`config.mk`:
```
export PLATFORM = sky130hd
export DESIGN_NAME = halfband_fir_decimator_top
export DESIGN_NICKNAME = d
export VERILOG_FILES = /design/src/hw/rtl/hbd_pkg.sv /design/src/hw/rtl/hbd_ctrl.sv /design/src/hw/rtl/hbd_datapath.sv /design/src/hw/rtl/halfband_fir_decimator_top.sv
export SDC_FILE = /design/constraint.sdc
export NUM_CORES = 2
export LEC_CHECK = 0
export BUFFER_PORTS_ARGS = -buffer_cell sky130_fd_sc_hd__buf_2
export CORE_AREA = 2 2 529 531
export DETAILED_ROUTE_END_ITERATION = 6
export DIE_AREA = 0 0 531 533
export PLACE_DENSITY = 0.55
export SKIP_LAST_GASP = 1
export SYNTH_ARGS = -nofsm -noshare
export SYNTH_HDL_FRONTEND = slang
export SYNTH_HIERARCHICAL = 1
export SYNTH_SLANG_ARGS = --single-unit
```
`constraint.sdc`:
```
create_clock -name clk -period 6.5 [get_ports clk]
set_clock_uncertainty 0.1 [all_clocks]
set_input_delay 0.65 -clock clk [delete_from_list [all_inputs] [get_ports clk]]
set_output_delay 0.65 -clock clk [all_outputs]
set_load 0.005 [all_outputs]
```
`src/hw/rtl/hbd_pkg.sv`:
```
// Shared types, constants and the coefficient table of the half-band decimator.
// Depends on nothing; every module of the block imports it.
package hbd_pkg;

    localparam int DATA_W        = 16;
    localparam int COEF_W        = 16;
    localparam int PROD_W        = DATA_W + COEF_W;
    localparam int ACC_W         = 40;
    localparam int FRAC_W        = 15;
    localparam int RND_W         = ACC_W - FRAC_W;
    localparam int TAP_COUNT_DEF = 91;
    localparam int ROM_TAPS      = 91;
    localparam int ROM_HALF      = 46;
    localparam int HALF_W        = 6;
    localparam int K_W           = 8;

    typedef logic signed [DATA_W-1:0] sample_t;
    typedef logic signed [COEF_W-1:0] coef_t;

    // Unique half of the symmetric lowpass taps, Q1.15
    localparam coef_t TAP_HALF [ROM_HALF] = '{
        16'sd24,    -16'sd23,   -16'sd41,   16'sd16,    16'sd58,
        16'sd0,     -16'sd73,   -16'sd25,   16'sd81,    16'sd59,
        -16'sd78,   -16'sd98,   16'sd60,    16'sd139,   -16'sd25,
        -16'sd173,  -16'sd30,   16'sd195,   16'sd101,   -16'sd195,
        -16'sd185,  16'sd166,   16'sd273,   -16'sd103,  -16'sd355,
        16'sd0,     16'sd417,   16'sd142,   -16'sd444,  -16'sd319,
        16'sd419,   16'sd524,   -16'sd323,  -16'sd746,  16'sd136,
        16'sd972,   16'sd171,   -16'sd1186, -16'sd654,  16'sd1372,
        16'sd1450,  -16'sd1516, -16'sd3079, 16'sd1607,  16'sd10297,
        16'sd14749
    };

    // Commands from the controller to the datapath
    typedef struct packed {
        logic write;     // store the accepted sample
        logic start;     // set up a new sum of products
        logic issue;     // read one tap pair and advance
        logic out_load;  // round, saturate and present the result
    } hbd_cmd_t;

    // Status from the datapath to the controller
    typedef struct packed {
        logic last_step;  // the pair being issued is the final one
        logic pipe_busy;  // products still on their way to the accumulator
        logic out_free;   // the output register can take a result
    } hbd_sts_t;

    // Tap k of the lowpass; taps past the table are zero
    function automatic coef_t coef_at(input logic [K_W-1:0] k);
        logic [K_W-1:0] j;
        j = (k < K_W'(ROM_HALF)) ? k : (K_W'(ROM_TAPS - 1) - k);
        if (k >= K_W'(ROM_TAPS))
        begin
            return '0;
        end
        return TAP_HALF[j[HALF_W-1:0]];
    endfunction

endpackage

```
`src/hw/rtl/hbd_ctrl.sv`:
```
// Controller of the half-band decimator: intake, decimation phase and MAC sequencing.
// Depends on hbd_pkg for the command and status structs.
module hbd_ctrl
    import hbd_pkg::*;
(
    input  logic     clk,
    input  logic     rst_n,
    input  logic     in_valid,
    output logic     in_ready,
    input  hbd_sts_t sts,
    output hbd_cmd_t cmd
);

    typedef enum logic [2:0] {
        S_IDLE  = 3'b001,
        S_ISSUE = 3'b010,
        S_DRAIN = 3'b100
    } state_t;

    state_t state_reg, state_next;
    logic   phase_reg, phase_next;
    logic   accept;

    // Take samples only while no sum is in progress
    assign in_ready = (state_reg == S_IDLE);
    assign accept   = in_valid && in_ready;

    // Decode commands
    always_comb
    begin
        cmd.write    = accept;
        cmd.start    = accept && !phase_reg;
        cmd.issue    = (state_reg == S_ISSUE);
        cmd.out_load = (state_reg == S_DRAIN) && !sts.pipe_busy && sts.out_free;
    end

    // Toggle the phase on every transaction; even transactions emit
    assign phase_next = accept ? !phase_reg : phase_reg;

    always_comb
    begin
        state_next = state_reg;
        unique case (state_reg)
            S_IDLE:
            begin
                if (cmd.start)
                    state_next = S_ISSUE;
            end
            S_ISSUE:
            begin
                if (sts.last_step)
                    state_next = S_DRAIN;
            end
            S_DRAIN:
            begin
                if (cmd.out_load)
                    state_next = S_IDLE;
            end
            default:
            begin
                state_next = S_IDLE;
            end
        endcase
    end

    always_ff @(posedge clk or negedge rst_n)
    begin
        if (!rst_n)
        begin
            state_reg <= S_IDLE;
            phase_reg <= 1'b0;
        end
        else
        begin
            state_reg <= state_next;
            phase_reg <= phase_next;
        end
    end

endmodule

```
`src/hw/rtl/hbd_datapath.sv`:
```
// Datapath of the half-band decimator: circular delay-line memory, tap-pair
// multipliers, accumulator and the rounding and saturating output register.
// Depends on hbd_pkg for widths, the coefficient table and the control structs.
module hbd_datapath
    import hbd_pkg::*;
#(
    parameter int TAP_COUNT = TAP_COUNT_DEF
)
(
    input  logic     clk,
    input  logic     rst_n,
    input  hbd_cmd_t cmd,
    output hbd_sts_t sts,
    input  sample_t  in_sample,
    input  logic     out_ready,
    output logic     out_valid,
    output sample_t  out_sample,
    output logic     saturated
);

    localparam int ADDR_W = $clog2(TAP_COUNT);
    localparam int STEPS  = (TAP_COUNT + 1) / 2;
    localparam logic [ADDR_W-1:0] LAST_ADDR = ADDR_W'(TAP_COUNT - 1);
    localparam logic [ADDR_W-1:0] LAST_STEP = ADDR_W'(STEPS - 1);
    localparam logic signed [ACC_W-1:0] ROUND_HALF = ACC_W'(1 << (FRAC_W - 1));
    localparam logic signed [RND_W-1:0] SAT_MAX = RND_W'(32767);
    localparam logic signed [RND_W-1:0] SAT_MIN = -RND_W'(32768);

    // Delay line memory with one valid bit per entry
    sample_t              mem [TAP_COUNT];
    logic [TAP_COUNT-1:0] vld_reg;

    logic [ADDR_W-1:0] wr_ptr_reg, wr_ptr_next;
    logic [ADDR_W-1:0] addr_a_reg, addr_a_next;
    logic [ADDR_W-1:0] addr_b_reg, addr_b_next;
    logic [ADDR_W-1:0] ka_reg;
    logic [ADDR_W-1:0] kb;

    sample_t xa_reg, xb_reg;
    logic    va_reg, vb_reg;
    coef_t   ca_reg, cb_reg;
    logic    skip_b_reg;
    logic    rd_v_reg;
    sample_t xa_eff, xb_eff;

    logic signed [PROD_W-1:0] pa_reg, pb_reg;
    logic                     mul_v_reg;
    logic signed [ACC_W-1:0]  acc_reg;

    logic signed [ACC_W-1:0] biased;
    logic signed [RND_W-1:0] rnd;
    sample_t                 res_sample;
    logic                    res_sat;

    logic    out_valid_reg;
    sample_t out_sample_reg;
    logic    saturated_reg;

    assign kb = LAST_ADDR - ka_reg;

    // Pointer arithmetic with wrap at the delay-line length
    assign wr_ptr_next = (wr_ptr_reg == LAST_ADDR) ? '0 : wr_ptr_reg + 1'b1;

    always_comb
    begin
        addr_a_next = addr_a_reg;
        addr_b_next = addr_b_reg;
        if (cmd.start)
        begin
            addr_a_next = wr_ptr_reg;
            addr_b_next = wr_ptr_next;
        end
        else if (cmd.issue)
        begin
            addr_a_next = (addr_a_reg == '0) ? LAST_ADDR : addr_a_reg - 1'b1;
            addr_b_next = (addr_b_reg == LAST_ADDR) ? '0 : addr_b_reg + 1'b1;
        end
    end

    // Write the new sample, read one tap pair
    always_ff @(posedge clk)
    begin
        if (cmd.write)
            mem[wr_ptr_reg] <= in_sample;
        if (cmd.issue)
        begin
            xa_reg     <= mem[addr_a_reg];
            xb_reg     <= mem[addr_b_reg];
            ca_reg     <= coef_at(K_W'(ka_reg));
            cb_reg     <= coef_at(K_W'(kb));
            skip_b_reg <= (ka_reg == kb);
        end
    end

    // Control state: pointers, valid bits, pipeline flags
    always_ff @(posedge clk or negedge rst_n)
    begin
        if (!rst_n)
        begin
            vld_reg    <= '0;
            wr_ptr_reg <= '0;
            addr_a_reg <= '0;
            addr_b_reg <= '0;
            ka_reg     <= '0;
            va_reg     <= 1'b0;
            vb_reg     <= 1'b0;
            rd_v_reg   <= 1'b0;
            mul_v_reg  <= 1'b0;
        end
        else
        begin
            if (cmd.write)
            begin
                vld_reg[wr_ptr_reg] <= 1'b1;
                wr_ptr_reg          <= wr_ptr_next;
            end
            addr_a_reg <= addr_a_next;
            addr_b_reg <= addr_b_next;
            if (cmd.start)
                ka_reg <= '0;
            else if (cmd.issue)
                ka_reg <= ka_reg + 1'b1;
            if (cmd.issue)
            begin
                va_reg <= vld_reg[addr_a_reg];
                vb_reg <= vld_reg[addr_b_reg];
            end
            rd_v_reg  <= cmd.issue;
            mul_v_reg <= rd_v_reg;
        end
    end

    // Entries never written read as zero; the center tap counts once
    assign xa_eff = va_reg ? xa_reg : '0;
    assign xb_eff = (vb_reg && !skip_b_reg) ? xb_reg : '0;

    // Multiply, then accumulate
    always_ff @(posedge clk)
    begin
        if (rd_v_reg)
        begin
            pa_reg <= xa_eff * ca_reg;
            pb_reg <= xb_eff * cb_reg;
        end
        if (cmd.start)
            acc_reg <= '0;
        else if (mul_v_reg)
            acc_reg <= acc_reg + ACC_W'(pa_reg) + ACC_W'(pb_reg);
    end

    // Round half up, then clip to 16 bits
    always_comb
    begin
        biased     = acc_reg + ROUND_HALF;
        rnd        = RND_W'(biased >>> FRAC_W);
        res_sat    = 1'b0;
        res_sample = DATA_W'(rnd);
        if (rnd > SAT_MAX)
        begin
            res_sample = DATA_W'(SAT_MAX);
            res_sat    = 1'b1;
        end
        else if (rnd < SAT_MIN)
        begin
            res_sample = DATA_W'(SAT_MIN);
            res_sat    = 1'b1;
        end
    end

    // Output register: hold until the transaction completes
    always_ff @(posedge clk or negedge rst_n)
    begin
        if (!rst_n)
            out_valid_reg <= 1'b0;
        else if (cmd.out_load)
            out_valid_reg <= 1'b1;
        else if (out_ready)
            out_valid_reg <= 1'b0;
    end

    always_ff @(posedge clk)
    begin
        if (cmd.out_load)
        begin
            out_sample_reg <= res_sample;
            saturated_reg  <= res_sat;
        end
    end

    assign out_valid  = out_valid_reg;
    assign out_sample = out_sample_reg;
    assign saturated  = saturated_reg;

    always_comb
    begin
        sts.last_step = (ka_reg == LAST_STEP);
        sts.pipe_busy = rd_v_reg || mul_v_reg;
        sts.out_free  = !out_valid_reg || out_ready;
    end

endmodule

```
`src/hw/rtl/halfband_fir_decimator_top.sv`:
```
// Half-band lowpass FIR decimator by two.
// Input: s_axis stream of signed 16-bit samples; output: m_axis stream of
// filtered samples, one for every second input transaction, starting with
// the first after reset.
// Each sample goes into a circular delay line of TAP_COUNT entries. An input
// that does not produce a result is written there, and intake stays open. An
// input that does starts a sum of products over (TAP_COUNT+1)/2 tap pairs,
// one pair per cycle through two 16x16 multipliers, then drains the multiply
// and accumulate stages; s_axis_tready is low after the transaction until the
// result is loaded into the output register.
// The result waits in an output register; while the receiver stalls, the
// next odd input is still taken, and the following sum finishes but is held
// until the output register is free.
// Reset clears the delay line (valid bits per entry), the phase and the
// pipeline and output valid flags; no clearing pass is needed.
// Depends on hbd_pkg, hbd_ctrl and hbd_datapath.
module halfband_fir_decimator_top
    import hbd_pkg::*;
#(
    parameter int TAP_COUNT = TAP_COUNT_DEF
)
(
    input  logic              clk,
    input  logic              rst_n,
    input  logic              s_axis_tvalid,
    output logic              s_axis_tready,
    input  logic [DATA_W-1:0] s_axis_tdata,   // [15:0] in_sample
    output logic              m_axis_tvalid,
    input  logic              m_axis_tready,
    output logic [DATA_W-1:0] m_axis_tdata,   // [15:0] out_sample
    output logic              m_axis_tuser    // [0] saturated
);

    hbd_cmd_t cmd;
    hbd_sts_t sts;
    sample_t  out_sample;

    hbd_ctrl u_ctrl (
        .clk      (clk),
        .rst_n    (rst_n),
        .in_valid (s_axis_tvalid),
        .in_ready (s_axis_tready),
        .sts      (sts),
        .cmd      (cmd)
    );

    hbd_datapath #(
        .TAP_COUNT (TAP_COUNT)
    ) u_datapath (
        .clk        (clk),
        .rst_n      (rst_n),
        .cmd        (cmd),
        .sts        (sts),
        .in_sample  (sample_t'(s_axis_tdata)),
        .out_ready  (m_axis_tready),
        .out_valid  (m_axis_tvalid),
        .out_sample (out_sample),
        .saturated  (m_axis_tuser)
    );

    assign m_axis_tdata = DATA_W'(out_sample);

`ifndef SYNTHESIS
    // Intake opens only with the multiply pipeline empty
    assert property (@(posedge clk) disable iff (!rst_n)
        s_axis_tready |-> !sts.pipe_busy)
        else $error("intake open while products are in flight");

    // A transaction that starts a sum closes intake next cycle
    assert property (@(posedge clk) disable iff (!rst_n)
        cmd.start |=> !s_axis_tready)
        else $error("intake still open after a sum started");

    // Never overwrite a result the receiver has not taken
    assert property (@(posedge clk) disable iff (!rst_n)
        cmd.out_load |-> (!m_axis_tvalid || m_axis_tready))
        else $error("pending result overwritten");
`endif

endmodule
```
==> results.json <==
{
  "drive_gt1_share_pct": 29.8,
  "crit_fanout": 8,
  "grt_pass1_vias": 65600,
  "drt_iter0_drc": 5750,
  "max_freq_mhz": 147,
  "synth_edf_count": 1600,
  "largest_reg_flops": 1456,
  "worstMarginPinSlew_ns": 1.34,
  "wl_per_cell_um": 28.3,
  "maxCapViolCount": 0,
  "dr.pass1.iters": 7,
  "synth_cells": 6813,
  "holdCritStartpoint": "m_axis_tready",
  "path_class": "register to register",
  "antenna_found_initial": 18,
  "htreeDepth": 4,
  "cts.sinks": 1768,
  "fin_ws_ns": -0.296,
  "syn-num-nets": 7624,
  "layout.nets": 7936,
  "cp.arrival_ns": 7.24,
  "port-buffer-count": 38,
  "cts_tree": "built",
  "start_util_pct": 37.7,
  "overflow": 0,
  "reg2reg_from": "u_datapath/skip_b_reg",
  "gp_congestion": 0.885,
  "grt_first_pass_wirelength_mm": 457,
  "async_flop_share_pct": 7.24,
  "worstReg2RegEnd": "u_datapath/pb_reg[30]",
  "hold_path_class": "input pin to register",
  "root_buffer": "clkbuf_16",
  "rrSetupSlack_ns": -0.30,
  "drt_wl_total_mm": 312,
  "utilization_pct": 43.1,
  "die_h_um": 533,
  "nFillCells": 24800,
  "synth_top_flop_cell": "edfxtp_1",
  "grt_setup_unrepaired": "yes",
  "core-area_um2": 278000,
  "ant_nets": 0,
  "grt_start_max_net_pins": 101,
  "cts.path.max_buffers": 4,
  "setup_viol": 11,
  "route.vias.total": 62600,
  "synth-seq-cells": 1768,
  "avgSynthCellArea_um2": 15.4,
  "status": "complete, but fails checks",
  "syn_to_final_growth_pct": 14.3,
  "via_per_inst": 5.68,
  "yosysTopAreaCell": "edfxtp_1",
  "numCtsBuffers": 198,
  "die_area_um2": 283000,
  "synth_top_area_share_pct": 45.9,
  "ys_types": 90,
  "synth.cell_area_um2": 105000,
  "grt_usage_pct": 22.1,
  "hold_path_depth": 3,
  "seq_area_frac_synth_pct": 49.7,
  "die_x_um": 531,
  "finalSetupTns_ns": -1.16,
  "drc": 2,
  "worst_r2r_path_depth": 25,
  "hold_viol": 0,
  "slew_headroom_pct": 8.38,
  "drv_slew": 0,
  "ioPinCount": 39,
  "fin_crit_ns": 6.80,
  "yosysWarnings": 6,
  "hpwlAfterDp_mm": 206,
  "failed_checks": "design-rule violations, negative setup slack",
  "rows": 194,
  "clk_pin_slew_ns": 0.06,
  "insertion_delay_ns": 0.91,
  "synth.area.top_cells": "edfxtp_1, mux4_2, fa_1",
  "hold_end": "u_datapath/out_valid",
  "critPathCaptureType": "register",
  "period_share_pct": 105,
  "required_ns": 6.94,
  "cp-start-kind": "register"
}
==> cell usage in the layout (no fill, tap or decap), types with 36 or more instances in the layout <==
cell       synthesis  routed
clkbuf_1         278      44
xor2_1            46      46
clkinv_1           1      42
nand3_1           55      54
nor2_1           305     208
edfxtp_1        1600    1600
a21oi_1          178     164
nor2_4             0      54
mux2i_1          139     139
ha_1             225     205
inv_1            629     594
nand2_1          448     430
a21o_1            48      48
fa_1             566     545
and3_1           253     243
dfrtp_1          127     114
nor2_2             2      45
or2_2             95      94
buf_4             18     450
xnor2_1           95      90
mux4_2           943     943
clkbuf_16          0     202
dfxtp_1           40      40
inv_2              2      36
o21ai_0          151     141
==> stage by stage <==
| stage | hold slack (ns) | cells | instance area [um2] | setup WS, ns |
|---|---|---|---|---|
| 6_report | 0.0860 | 11000 | 120000 | -0.296 |
| 5_1_grt | 0.0840 | 11000 | 120000 | -0.519 |
| 4_1_cts | 0.0243 | 11000 | 119000 | -0.321 |
| 3_5_place_dp | 0.371 | 10600 | 112000 | -0.491 |
| 3_3_place_gp | 0.363 | 10600 | 112000 | -0.381 |
| 2_1_floorplan | 0.254 | 6813 | 105000 | -0.161 |
==> worst max path at each step <==
stage                     startpoint  slack, ns                     to  cells past startpoint
2_1_floorplan  u_datapath/skip_b_reg      -0.16  u_datapath/pb_reg[30]                     28
3_3_place_gp   u_datapath/skip_b_reg      -0.38  u_datapath/pb_reg[30]                     26
3_5_place_dp       u_datapath/va_reg      -0.49  u_datapath/pa_reg[31]                     24
4_1_cts            u_datapath/vb_reg      -0.32  u_datapath/pb_reg[30]                     25
5_1_grt        u_datapath/skip_b_reg      -0.52  u_datapath/pb_reg[30]                     25
6_report       u_datapath/skip_b_reg      -0.30  u_datapath/pb_reg[30]                     25
==> logic make-up after synthesis <==
logic type | Yosys count | share of synthesized area, %
AOI/OAI and AO/OA | 618 | 3.72
xor gates and xnor gates | 145 | 1.24
adders and majority gates | 791 | 13.5
buffers and inverters | 1062 | 3.99
DFF | 1768 | 49.7
muxes | 1088 | 21.7
and+or+nand+nor | 1341 | 6.18
==> cells in the mapped netlist (all sizes together), types with 7 or more instances <==
master  instances
edfxtp       1600
mux4          943
inv           631
fa            566
nand2         450
nor2          307
clkbuf        278
and3          253
ha            225
a21oi         181
o21ai         164
buf           152
mux2i         139
dfrtp         127
xnor2          97
or2            95
nand3          55
a21o           49
xor2           48
and2           42
dfxtp          40
o211ai         35
nand2b         30
nor3           29
a211oi         27
a31oi          26
nor2b          25
o21a           18
o21bai         18
nand4          13
o22ai          11
o31ai          10
nand3b          9
nor3b           9
or3             9
a22o            8
a311oi          8
a21boi          7
==> cell type report <==
| cell class | instances | area, um2 | share of cell area [%] |
|---|---|---|---|
| repair buffers | 542 | 4540 | 3.79 |
| clock inverters | 109 | 1030 | 0.864 |
| well taps | 3724 | 4660 | 3.89 |
| multi-input cells | 3983 | 49700 | 41.5 |
| inverters | 632 | 2370 | 1.98 |
| flip-flops and latches | 1768 | 52100 | 43.5 |
| clock buffers | 250 | 5280 | 4.41 |
| diodes | 9 | 22.5 | 0.0188 |
==> layer usage <==
metal	vias to the layer above	routed length (um)	GRT usage [%]	share of wire, %
li1	26400	-	-	-
met1	33400	127000	29.4	41
met2	2218	153000	36.6	49
met3	512	18700	2.96	6.0
met4	4	13800	8.61	4.4
met5	-	26	0	0.0083
==> repair_timing <==
action	in CTS	in global routing
setup endpoints to repair	25	28
pin swaps	69	86
gates cloned	2	0
hold buffers	2	0
endpoints found under the hold margin	35	0
buffers inserted	18	10
resized for setup	106	118
==> worst max-delay path: stages (launching register included) <==
cell and delay [ns]:
edfxtp_1 0.41, nor2b_4 0.14, buf_12 0.14, buf_12 0.11
and2_4 0.15, nand2_2 0.06, fa_1 0.58, inv_2 0.04
fa_1 0.47, fa_1 0.55, fa_1 0.53, fa_1 0.52
inv_1 0.05, fa_1 0.53, inv_2 0.05, ha_4 0.21
a21o_1 0.15, a21o_1 0.16, a211oi_2 0.24, o21ai_2 0.08
o21a_1 0.20, o21ai_2 0.17, a21boi_2 0.08, a221o_1 0.31
o41a_1 0.33, xor2_1 0.14
Power is left out: the tool's default activity adds up to more than one toggle a clock period on the data nets, which glitch-free logic cannot reach.
